==> src/design/fsa_pkg.sv <==
// Shared types, constants and register codes for the five-point stencil block.
package fsa_pkg;

  // Datapath widths
  localparam int DATA_W     = 32;
  localparam int COL_OUT_W  = 10;
  localparam int ROW_OUT_W  = 10;
  localparam int BOUND_W    = 10;
  localparam int GRID_W     = 11;
  localparam int CFG_IDX_W  = 3;
  localparam int CFG_DATA_W = 11;

  // Default sizing
  localparam int DEF_MAX_COLS = 1024;
  localparam int DEF_MAX_ROWS = 1024;
  localparam int GRID_MIN     = 3;
  localparam int QUEUE_DEPTH  = 4;

  // Register reset values
  localparam logic [GRID_W-1:0]  RST_GRID_COLS = 11'd1024;
  localparam logic [GRID_W-1:0]  RST_GRID_ROWS = 11'd1024;
  localparam logic [BOUND_W-1:0] RST_FIRST_COL = 10'd1;
  localparam logic [BOUND_W-1:0] RST_LAST_COL  = 10'd1022;
  localparam logic [BOUND_W-1:0] RST_FIRST_ROW = 10'd1;
  localparam logic [BOUND_W-1:0] RST_LAST_ROW  = 10'd1022;

  // Register indexes
  typedef enum logic [CFG_IDX_W-1:0] {
    CFG_GRID_COLS = 3'd0,
    CFG_GRID_ROWS = 3'd1,
    CFG_FIRST_COL = 3'd2,
    CFG_LAST_COL  = 3'd3,
    CFG_FIRST_ROW = 3'd4,
    CFG_LAST_ROW  = 3'd5
  } cfg_idx_e;

  typedef struct packed {
    logic [GRID_W-1:0]  grid_cols;
    logic [GRID_W-1:0]  grid_rows;
    logic [BOUND_W-1:0] first_col;
    logic [BOUND_W-1:0] last_col;
    logic [BOUND_W-1:0] first_row;
    logic [BOUND_W-1:0] last_row;
  } cfg_t;

  typedef struct packed {
    logic signed [DATA_W-1:0] west;
    logic signed [DATA_W-1:0] east;
    logic signed [DATA_W-1:0] south;
    logic signed [DATA_W-1:0] north;
    logic signed [DATA_W-1:0] center;
  } coef_set_t;

  typedef struct packed {
    logic [COL_OUT_W-1:0] col;
    logic [ROW_OUT_W-1:0] row;
    logic                 last;
  } meta_t;

  // One word of work handed from front to back
  typedef struct packed {
    logic signed [DATA_W-1:0] uw;
    logic signed [DATA_W-1:0] ue;
    logic signed [DATA_W-1:0] us;
    logic signed [DATA_W-1:0] un;
    logic signed [DATA_W-1:0] uc;
    coef_set_t                coef;
    meta_t                    meta;
  } job_t;

  // Queue status seen by both sides
  typedef struct packed {
    logic empty;
    logic full;
    logic nearly_full;
  } q_status_t;

endpackage

==> src/design/fsa_queue.sv <==
// Short word queue decoupling the line-buffer front from the arithmetic back.
module fsa_queue (
  input  logic               clk_i,
  input  logic               rst_ni,
  input  logic               push_i,
  input  fsa_pkg::job_t      push_data_i,
  input  logic               pop_i,
  output fsa_pkg::job_t      pop_data_o,
  output fsa_pkg::q_status_t status_o
);
  import fsa_pkg::*;

  localparam int PtrW = $clog2(QUEUE_DEPTH);
  localparam int CntW = $clog2(QUEUE_DEPTH + 1);

  job_t            slot_q [QUEUE_DEPTH];
  logic [PtrW-1:0] wr_ptr_q, wr_ptr_d;
  logic [PtrW-1:0] rd_ptr_q, rd_ptr_d;
  logic [CntW-1:0] count_q, count_d;

  // Pointer and fill count
  always_comb begin
    wr_ptr_d = wr_ptr_q;
    rd_ptr_d = rd_ptr_q;
    count_d  = count_q;
    if (push_i) begin
      wr_ptr_d = (32'(wr_ptr_q) == QUEUE_DEPTH - 1) ? '0 : wr_ptr_q + PtrW'(1);
    end
    if (pop_i) begin
      rd_ptr_d = (32'(rd_ptr_q) == QUEUE_DEPTH - 1) ? '0 : rd_ptr_q + PtrW'(1);
    end
    if (push_i && !pop_i) begin
      count_d = count_q + CntW'(1);
    end else if (!push_i && pop_i) begin
      count_d = count_q - CntW'(1);
    end
  end

  always_ff @(posedge clk_i or negedge rst_ni) begin
    if (!rst_ni) begin
      wr_ptr_q <= '0;
      rd_ptr_q <= '0;
      count_q  <= '0;
    end else begin
      wr_ptr_q <= wr_ptr_d;
      rd_ptr_q <= rd_ptr_d;
      count_q  <= count_d;
    end
  end

  // Storage
  always_ff @(posedge clk_i) begin
    if (push_i) begin
      slot_q[wr_ptr_q] <= push_data_i;
    end
  end

  assign pop_data_o           = slot_q[rd_ptr_q];
  assign status_o.empty       = (count_q == '0);
  assign status_o.full        = (32'(count_q) == QUEUE_DEPTH);
  assign status_o.nearly_full = (32'(count_q) >= QUEUE_DEPTH - 1);

  // Checks
  assert property (@(posedge clk_i) disable iff (!rst_ni) push_i |-> !status_o.full)
    else $error("fsa_queue: push into full queue");
  assert property (@(posedge clk_i) disable iff (!rst_ni) pop_i |-> !status_o.empty)
    else $error("fsa_queue: pop from empty queue");
  assert property (@(posedge clk_i) disable iff (!rst_ni)
    push_i && !pop_i |=> count_q == $past(count_q) + CntW'(1))
    else $error("fsa_queue: fill count lost a push");

endmodule

==> config.mk <==
export PLATFORM = sky130hd
export DESIGN_NAME = fsa_queue
export DESIGN_NICKNAME = d
export VERILOG_FILES = /design/src/design/fsa_pkg.sv /design/src/design/fsa_queue.sv
export SDC_FILE = /design/constraint.sdc
export NUM_CORES = 1
export LEC_CHECK = 0
export ABC_AREA = 1
export BUFFER_PORTS_ARGS = -buffer_cell sky130_fd_sc_hd__buf_2
export CAP_MARGIN = 15
export CORE_MARGIN = 3
export CORE_UTILIZATION = 30
export DETAILED_ROUTE_END_ITERATION = 16
export GPL_TIMING_DRIVEN = 0
export SLEW_MARGIN = 5
export SYNTH_ARGS = -nofsm -noshare
export SYNTH_HDL_FRONTEND = slang
export SYNTH_SLANG_ARGS = --single-unit
export TNS_END_PERCENT = 100
==> constraint.sdc <==
create_clock -name clk_i -period 16.2 [get_ports clk_i]
set_input_delay 0.81 -clock clk_i [delete_from_list [all_inputs] [get_ports clk_i]]
set_output_delay 0.81 -clock clk_i [all_outputs]
set_load 0.02 [all_outputs]
After elaboration in Yosys (flattened, before gate mapping)
Memories as Yosys holds them, arrays and structs flattened.
Index checks and enable logic that the tools add are counted.
W data, S select, Z words.
{"block": "totals", "regBits": 7, "ram_bits": 1364, "input_bits": 345, "output_inout_bits": 344, "word_cells": 24, "n_memories": 1}
{"name": "slot_q", "words": 4, "word_bits": 341, "read_ports": 1, "rd_clocked_by_memory_dff": 0, "wr": 1, "line_no": "fsa_queue.sv:16", "rtl": "job_t slot_q [QUEUE_DEPTH];"}
{"block": "op_classes", "add_sub_neg": 4, "n_lt_le_gt_ge": 1, "eq_ne": 3, "muxes": 6, "reduce_logical": 6}
{"op": "$mux W3", "n": 2}
{"op": "$add A2 B1 Y2 const B", "n": 2}
{"op": "$eq A2 B2 Y1 const B", "n": 2}
{"op": "$mux W2", "n": 2}
{"op": "$add A3 B1 Y3 const B", "n": 1}
{"op": "$eq A3 B3 Y1 const B", "n": 1}
{"op": "$ge A3 B2 Y1 const B", "n": 1}
{"op": "$logic_not A3 Y1", "n": 1}
{"op": "$sub A3 B1 Y3 const B", "n": 1}
{"op": "$logic_and A1 B1 Y1", "n": 2}
{"op": "$logic_not A1 Y1", "n": 2}
{"op": "$mux W1", "n": 2}
{"op": "$reduce_bool A2 Y1", "n": 1}

Logic depth before layout (Yosys ltp)
Gate-level depths: netlist of the first run.
{"block": "logic_depth", "word_depth": 4, "mapped_depth": 9, "depth_no_buf": 9}

Worst setup path after synthesis of the first run
Ideal clock, no wire load.
{"block": "synth_timing", "kind": "input to register", "from": "input push_i", "to": "memory slot_q[3][0] (netlist name), enable pin", "arrival_time_ps": 7393, "t_required_ps": 15509, "path_slack_ps": 8116, "path_stages": 2, "path_buffers": 0, "cell_sequence": "nand2_1 -> inv_1"}
{"block": "synth_between", "elab_chain_cells": 2}
{"element": "from (decl)", "line_no": "fsa_queue.sv:5", "rtl": "input logic push_i,"}
{"element": "$mux W1", "line_no": "fsa_queue.sv:53", "rtl": "if (push_i) begin"}
{"element": "$mux W1 (implied by the code)", "line_no": "fsa_queue.sv:54", "rtl": "slot_q[wr_ptr_q] <= push_data_i;"}
{"element": "to (decl)", "line_no": "fsa_queue.sv:16"}
Every way passes these cells.

==> reports/metrics.sh, run 1 <==
LAYOUT-DRIVE-GT1-SHARE_PCT=21.8
TRITONCTS.NUM_BUFFERS=152
SYNTHTOLAYOUTAREAGROWTH_PCT=21.6
SYNTH_SEQUENTIAL_AREA_RATIO_PCT=76.1
INITIALDRTVIOLATIONCOUNT=2395
TIGHTEST_SLEW_NS=0.848
TIMING_MAX_TRANSITION_VIOLATIONS_FINAL=0
FINAL_CELL_AREA_UM2=65700
INITIAL_ANTENNA_VIOLATION_COUNT=92
SYNTH-EDFF-COUNT=1364
POSTSYNTH.TOPFLOPCELL='sky130_fd_sc_hd__edfxtp_1'
SYNTH_NETS=4384
MAX-CLOCK-PATH-BUFFERS=3
DRT_PRE_ANTENNA_ITERS=5
CORE-AREA_UM2=179000
TOP_LEVEL_PORTS=689
GLOBAL_ROUTE.USAGE.TOTAL_PCT=17.2
CLOCK_SINKS=1371
OUTCOME='finished clean'
GP_ROUTABILITY_CONGESTION=0.795
FIRST_GLOBAL_VIAS=33100
SYNTH_TOP_AREA_SHARE_PCT=75.7
EFFECTIVE_UTILIZATION_AT_FLOORPLAN_PCT=30.2
CRITICAL_PATH_PEAK_FANOUT=10
LEAKAGE_nW=26.1
POST_CTS_RESIZED=0
R2R-START='wr_ptr_q[0]'
FINALCRITICALPERIOD_NS=4.06
WORSTPATHARRIVAL_NS=3.25
CLOCK_ROOT_BUFFER='sky130_fd_sc_hd__clkbuf_16'
WORST_SETUP_PATH_START_KIND='flip-flop'
MAX_FREQ_MHz=246
TIMING.CRITICAL_PATH.FROM='rd_ptr_q[1]'
MAX-CAP-VIOLATIONS=0
HOLD_SP='push_data_i[48]'
POSTPLACECELLAREA_UM2=60900
CRIT_TOP_CELL='sky130_fd_sc_hd__buf_2'
MOST_FREQUENT_CELLS_AFTER_SYNTHESIS='sky130_fd_sc_hd__edfxtp_1 (1,364), sky130_fd_sc_hd__nand2_1 (1,040), sky130_fd_sc_hd__inv_1 (693)'
CRITPATHMAXSTAGEDELAY_NS=0.47
CLK_PIN_SLEW_WORST_PATHS_NS=0.06
SLOWEST_STAGE='sky130_fd_sc_hd__buf_2'
FIN_NETS=5243
SYNTH.FF_LATCH_COUNT=1371
YOSYS.CELL_COUNT.TOP_TYPE='sky130_fd_sc_hd__edfxtp_1'
P_PER_AREA_nW_PER_UM2=190
AVGROUTEDWIREPERCELL_UM=22.1
POSTSYNTHAREAPERCELL_UM2=13.4
DIE_WIDTH_UM=431
CRITPATHTOPFAMILY='buffers and inverters'
MAXSLEWHEADROOM_PCT=43.5
TIMING.CRITICAL_PATH.REQUIRED_NS=15.39
FP.DIEAREA_UM2=185000
SYNTH.TOP_CELLS.BY_AREA='sky130_fd_sc_hd__edfxtp_1 (76%), sky130_fd_sc_hd__o211ai_1 (9.5%), sky130_fd_sc_hd__nand2_1 (7.2%)'
UNREPAIRED_SETUP_ENDPOINTS_AFTER_GLOBAL_ROUTING='no'
SKEW_NS=0.0195
IO_BUFFERS=688
FINAL_SETUP_VIOLATING_ENDPOINTS=0
PATH_CLASS='flip-flop to output port'
POST-SYNTH-TOP-AREA-CELL='sky130_fd_sc_hd__edfxtp_1'
TIMING.HOLD.WORST.CLASS='primary input to flip-flop'
CLOCK_INSERTION_DELAY_WORST_SKEW_NS=0.79
SYNTHARSTFLOPSHARE_PCT=0.511
GRT_START_MAX_NET_PINS=98
POSTROUTEANTENNANETS=0
TIMING_HOLD_VIOLATIONS_FINAL=0
TRITONCTS='done'
CRITICAL_PATH.ENDPOINT_TYPE='output port'
POST_SYNTH_INSTANCE_AREA_UM2=54100
GLOBAL_ROUTE.OVERFLOW_TOTAL=0
DP_WORST_SETUP_SLACK_NS=12.75
NETLIST-CELL-TYPE-COUNT=19
PLACED_WIRE_LENGTH_ESTIMATE_AFTER_DETAILED_PLACEMENT_UM=110000
SYNTHESIS.YOSYS.WARNINGS=0
FINAL.SETUP.WORST_SLACK_NS=12.14
DRC_VIOLATION_COUNT_AFTER_ROUTING=0
ROUTED_VIA_DENSITY=4.60
SETUP_TOTAL_NEGATIVE_SLACK_NS=0
GRT_PASS1_WL_UM=233000
PLACEMENT_ROWS=155
VDD_DROP_MAX_mV=0.129
TIMING.CRITICAL_PATH.BUF_INV=5
SYNTHESIS.INSTANCES=4032
FIN_CRIT_SH_PCT=25.1
TOTAL_WIRE_LENGTH_AFTER_DETAILED_ROUTING_UM=164000
CRIT_CHAIN='buf_4 > inv_2 > buf_2 > buf_2 > o211ai_1 > nand2_1 > buf_2'
HTREEDEPTH=4
DIE_H_UM=431
TOTAL_NUMBER_OF_VIAS=34200
metrics by stage:
| stage | std cells | power [mW] | hold WS, ns | util (%) |
|---|---|---|---|---|
| after floorplan | 4032 | 7.49 | 0.463 | - |
| after global placement | 7075 | 9.70 | 0.487 | 33.8 |
| after detailed placement | 7091 | 9.39 | 0.497 | 34.1 |
| after CTS | 7365 | 12.7 | 0.126 | 36.7 |
| after global routing | 7401 | 13.1 | 0.164 | 36.7 |
| final | 7424 | 12.5 | 0.220 | 36.8 |
power by group:
part	switching, mW	total [mW]	internal (mW)
Sequential	0.114	4.65	4.54
Combinational	3.37	4.56	1.19
Clock	1.41	3.24	1.84
placed cells by master, fill, tap and decap left out:
master,count
sky130_fd_sc_hd__edfxtp_1,1364
sky130_fd_sc_hd__nand2_1,1040
sky130_fd_sc_hd__buf_2,848
sky130_fd_sc_hd__inv_1,689
sky130_fd_sc_hd__o211ai_1,682
sky130_fd_sc_hd__clkbuf_16,153
sky130_fd_sc_hd__clkbuf_1,88
sky130_fd_sc_hd__diode_2,59
sky130_fd_sc_hd__clkinv_1,27
sky130_fd_sc_hd__clkinv_2,22
sky130_fd_sc_hd__buf_16,16
sky130_fd_sc_hd__buf_6,10
sky130_fd_sc_hd__inv_6,10
sky130_fd_sc_hd__buf_4,9
sky130_fd_sc_hd__dfrtp_1,7
sky130_fd_sc_hd__inv_8,6
sky130_fd_sc_hd__ha_1,6
sky130_fd_sc_hd__bufinv_16,5
sky130_fd_sc_hd__o21ai_0,4
sky130_fd_sc_hd__clkinv_8,3
sky130_fd_sc_hd__inv_16,3
sky130_fd_sc_hd__nor3_1,2
sky130_fd_sc_hd__nor2_1,2
sky130_fd_sc_hd__inv_2,2
sky130_fd_sc_hd__buf_1,2
sky130_fd_sc_hd__clkinvlp_4,2
sky130_fd_sc_hd__xnor2_1,1
sky130_fd_sc_hd__nand3_1,1
sky130_fd_sc_hd__nand4_1,1
sky130_fd_sc_hd__fa_1,1
sky130_fd_sc_hd__clkinv_4,1
sky130_fd_sc_hd__clkinv_16,1
sky130_fd_sc_hd__clkbuf_8,1
sky130_fd_sc_hd__dlygate4sd3_1,1
layout make-up:
class                      instances  area (µm²)
inverter                         695        2640
multi-input combinational       1740        9180
fill                           17000      113000
clock inverter                    76         634
clock buffer                     197        4000
sequential                      1371       41100
antenna                           59         148
timing repair buffer             705        3890
buffer                           226        1160
tap                             2355        2950
path summary, 6_finish.rpt:
check / endpoint / slack (ns) / cells past startpoint
hold reg to reg: count_q[2] / 0.51 / 2
max in group asynchronous: rd_ptr_q[1] / 15.63 / 2
setup / recovery: pop_data_o[68] / 12.14 / 7
hold / removal: slot_q[1][48] / 0.22 / 1
setup reg to reg: slot_q[2][159] / 13.54 / 6
min in group asynchronous: count_q[2] / 0.38 / 2
state kept, by name, indices dropped and copies added, names as in the netlist:
name	flops
slot_q	1364
count_q	3
rd_ptr_q	2
wr_ptr_q	2
metal layers:
layer	wire length (µm)	track usage, %	part of all wire [%]
met3	7820	3.13	4.8
met5	64	0	0.039
met4	9160	9.82	5.6
met1	62000	19.9	38
met2	84800	30.0	52
logic make-up (layout without fill, tap and decap cells):
family                     Yosys count  count (layout)  synth area share [%]
AOI/OAI and AO/OA                  686             686                  9.50
DFF                               1371            1371                  76.1
adders and majority gates            7               7                 0.176
other                                0              59                     0
and+or+nand+nor                   1046            1046                  7.27
xor gates and xnor gates             1               1                0.0162
buffers and inverters              921            1899                  6.96
repair_timing:
item / in CTS / in global routing
hold buffers: 1 / 0
endpoints found under the hold margin: 7 / 0
setup buffers: 0 / 0
No activity file was read; power rests on OpenSTA's default activity.
==> inputs of run 2 (changes only) <==
==> constraint.sdc (replaced) <==
create_clock -name clk_i -period 3.8 [get_ports clk_i]
set_input_delay 0.19 -clock clk_i [delete_from_list [all_inputs] [get_ports clk_i]]
set_output_delay 0.19 -clock clk_i [all_outputs]
set_load 0.02 [all_outputs]
==> reports/metrics.sh, run 2 (synthesis gave the netlist of run 1 again) <==
OUTCOME='finished clean'
PLACEMENT_ROWS=155  # unchanged
LAYOUT.CELLS.MOST_COMMON_LIST='sky130_fd_sc_hd__edfxtp_1 (1,364), sky130_fd_sc_hd__nand2_1 (1,037), sky130_fd_sc_hd__buf_2 (847)'
TIMING.HOLD.WORST.CLASS='primary input to flip-flop'
IO_BUFFERS=688  # unchanged
POWER.CLOCK.FRACTION_PCT=26.1  # about the same
POWER_mW=54.0  # +330%
INITIALDRTVIOLATIONCOUNT=2558  # +6.8%
CELL_INTERNAL_PWR_mW=33.0  # +340%
INITIAL_ANTENNA_VIOLATION_COUNT=37  # -60%
GRT_PASS1_WL_UM=237000  # +1.8%
LAYOUT_COMMONEST_CELL='sky130_fd_sc_hd__edfxtp_1'
GRT_MET1_USE_PCT=20.3  # +0.32 points
CLK_PIN_SLEW_WORST_PATHS_NS=0.06  # about the same
POSTPLACECELLAREA_UM2=61500  # +0.91%
CRIT_CHAIN='buf_4 > inv_2 > buf_4 > buf_2 > o211ai_1 > nand2_1 > buf_2'
DIE_WIDTH_UM=431  # unchanged
GLOBAL_ROUTE.USAGE.TOTAL_PCT=17.4  # +0.16 points
CRITPATHTOPFAMILY='buffers and inverters'
HTREEDEPTH=4  # unchanged
TRITONCTS='done'
PLACED_WIRE_LENGTH_ESTIMATE_AFTER_DETAILED_PLACEMENT_UM=113000  # +3.5%
CLOCK_INSERTION_DELAY_WORST_SKEW_NS=0.79  # about the same
POWER.SWITCHING_mW=21.0  # +330%
MAX-CAP-VIOLATIONS=0  # unchanged
FINAL_SETUP_VIOLATING_ENDPOINTS=0  # unchanged
LARGEST_REG_FLOPS=1364  # unchanged
WORSTPATHARRIVAL_NS=3.20  # -0.05 ns
DIE_H_UM=431  # unchanged
SKEW_NS=0.0200  # +0.000527 ns
FIN_CRIT_SH_PCT=89.1
AVGROUTEDWIREPERCELL_UM=21.3  # -3.6%
CLOCK_ROOT_BUFFER='sky130_fd_sc_hd__clkbuf_16'
GLOBALROUTE.BUSIESTLAYER='met2'
FIRST_GLOBAL_VIAS=34900  # +5.4%
MAX_FLOP_REGISTER='slot_q'
MAX-CLOCK-PATH-BUFFERS=3  # unchanged
SLOWEST_STAGE='sky130_fd_sc_hd__inv_2'
MET3_USAGE_PCT=2.94  # -0.19 points
TIMING_HOLD_VIOLATIONS_FINAL=0  # unchanged
EFFECTIVE_UTILIZATION_AT_FLOORPLAN_PCT=30.2  # unchanged
GP_ROUTABILITY_CONGESTION=0.806  # +1.4%
TRITONCTS.NUM_BUFFERS=150  # -1.3%
GLOBAL_ROUTE.OVERFLOW_TOTAL=0  # unchanged
ROUTED_VIA_DENSITY=4.56  # -0.90%
UNREPAIRED_SETUP_ENDPOINTS_AFTER_GLOBAL_ROUTING='no'
MAXSLEWHEADROOM_PCT=45.5  # +2.0 points
CRITICAL_PATH.ENDPOINT_TYPE='output port'
TOTAL_NUMBER_OF_VIAS=35400  # +3.7%
PATH_CLASS='flip-flop to output port'
SWITCHING_SHARE_PCT=38.9  # -0.37 points
VDD_DROP_MAX_mV=0.559  # +330%
WORST_SETUP_PATH_START_KIND='flip-flop'
LEAKAGE_nW=27.8  # +6.4%
TIMING.CRITICAL_PATH.REQUIRED_NS=3.61  # -11.78 ns
CLOCK_SINKS=1371  # unchanged
CRITICAL_PATH_PEAK_FANOUT=10  # unchanged
DRT_PRE_ANTENNA_ITERS=7  # +2
POSTROUTEANTENNANETS=0  # unchanged
CRITPATHMAXSTAGEDELAY_NS=0.40  # -0.07 ns
TOTAL_WIRE_LENGTH_AFTER_DETAILED_ROUTING_UM=165000  # +0.84%
MAX_FREQ_MHz=295
CTS_SETUP_BUFFERS=0  # unchanged
GR-USAGE-MET2_PCT=30.4  # +0.47 points
FIN_NETS=5618  # +7.2%
TIGHTEST_SLEW_NS=0.816  # -0.0320 ns
FINAL_CELL_AREA_UM2=69800  # +6.2%
TIMING.CRITICAL_PATH.BUF_INV=5  # unchanged
GRT_START_MAX_NET_PINS=34  # -65%
SYNTHTOLAYOUTAREAGROWTH_PCT=29.1
FINALCRITICALPERIOD_NS=3.39
LAYOUT-DRIVE-GT1-SHARE_PCT=21.2  # -0.64 points
TIMING_MAX_TRANSITION_VIOLATIONS_FINAL=0  # unchanged
CORE-AREA_UM2=179000  # unchanged
LARGESTREGISTERS='slot_q: 1364 flops, count_q: 3 flops'
DRC_VIOLATION_COUNT_AFTER_ROUTING=0  # unchanged
COMBINATIONALPOWERSHARE_PCT=37.2  # +0.6 points
FP.DIEAREA_UM2=185000  # unchanged
P_PER_AREA_nW_PER_UM2=774  # +310%
PROPORTION_OF_POWER_DRAWN_BY_FLIP_FLOPS_AND_LATCHES_PCT=36.7  # -0.7 points
TOP_LEVEL_PORTS=689  # unchanged
[run 2: changes by cell type in the layout (fill, tap and decap cells not counted), sizes merged]
cell and delta:
dlygate4sd3 +344, buf +33, diode -30, clkinvlp +11
clkbuf -8, clkinv -6, bufinv +5, inv -5
[run 2: cell type report]
| class | instances | area, µm² |
|---|---|---|
| antenna | 29 | 72.6 |
| buffer | 226 | 1160 |
| clock buffer | 189 | 3940 |
| clock inverter | 81 | 835 |
| fill | 16800 | 109000 |
| inverter | 695 | 2620 |
| multi-input combinational | 1740 | 9190 |
| sequential | 1371 | 41100 |
| tap | 2355 | 2950 |
| timing repair buffer | 1082 | 7890 |
[run 2: path summary, 6_finish.rpt]
kind                            cells past startpoint        startpoint               to  slack (ns)
min in group asynchronous                           3            rst_ni       count_q[2]        0.39
worst max register to register                      8       wr_ptr_q[0]   slot_q[0][174]        0.93
max in group asynchronous                           3            rst_ni      rd_ptr_q[0]        3.12
worst max-delay path                                7       rd_ptr_q[1]  pop_data_o[210]        0.41
worst min register to register                      2        count_q[2]       count_q[2]        0.53
worst min-delay path                                2  push_data_i[268]   slot_q[1][268]        0.14
[run 2: power by group through the flow]
stage | registers [mW] | clock network, mW | logic [mW]
floorplan | 20.6 | 0 | 11.0
global placement | 20.8 | 0 | 19.0
detailed placement | 20.1 | 0 | 20.2
CTS | 19.8 | 14.4 | 20.6
global route | 20.0 | 15.0 | 21.6
finish | 19.8 | 14.1 | 20.1
[run 2: per-stage QoR]
step / utilization, % / setup TNS [ns] / instances / hold WS, ns / setup slack [ns]
6_report: 39.0 / 0 / 7768 / 0.140 / 0.413
5_1_grt: 39.0 / 0 / 7761 / 0.0898 / 0.176
4_1_cts: 39.0 / 0 / 7739 / 0.0479 / 0.114
2_1_floorplan: - / -3243.80 / 4032 / -0.106 / -2.39
3_3_place_gp: 33.8 / - / 7075 / 0.0403 / -7.53
3_5_place_dp: 34.4 / 0 / 7124 / 0.0442 / 0.829
[run 2: worst register-to-register path: cells and delay by family (launching register included)]
family / cells / cell delay, ns
buffers and inverters: 6 / 1.84
flip-flops: 1 / 0.42
adder cells (fa/ha/maj): 1 / 0.18
AND/OR/NAND/NOR: 1 / 0.08
[run 2: timing repair]
item | in CTS | in global routing
gates resized for setup | 1 | 0
hold endpoints to repair | 1378 | 0
setup endpoints to repair | 1 | 0
hold buffers | 345 | 0
[run 2: metal layers]
layer | routed length, µm | part of all wire, %
met3 | 7770 | 4.7
met2 | 84700 | 51
met5 | 13 | 0.0079
met1 | 63600 | 38
met4 | 9200 | 5.6
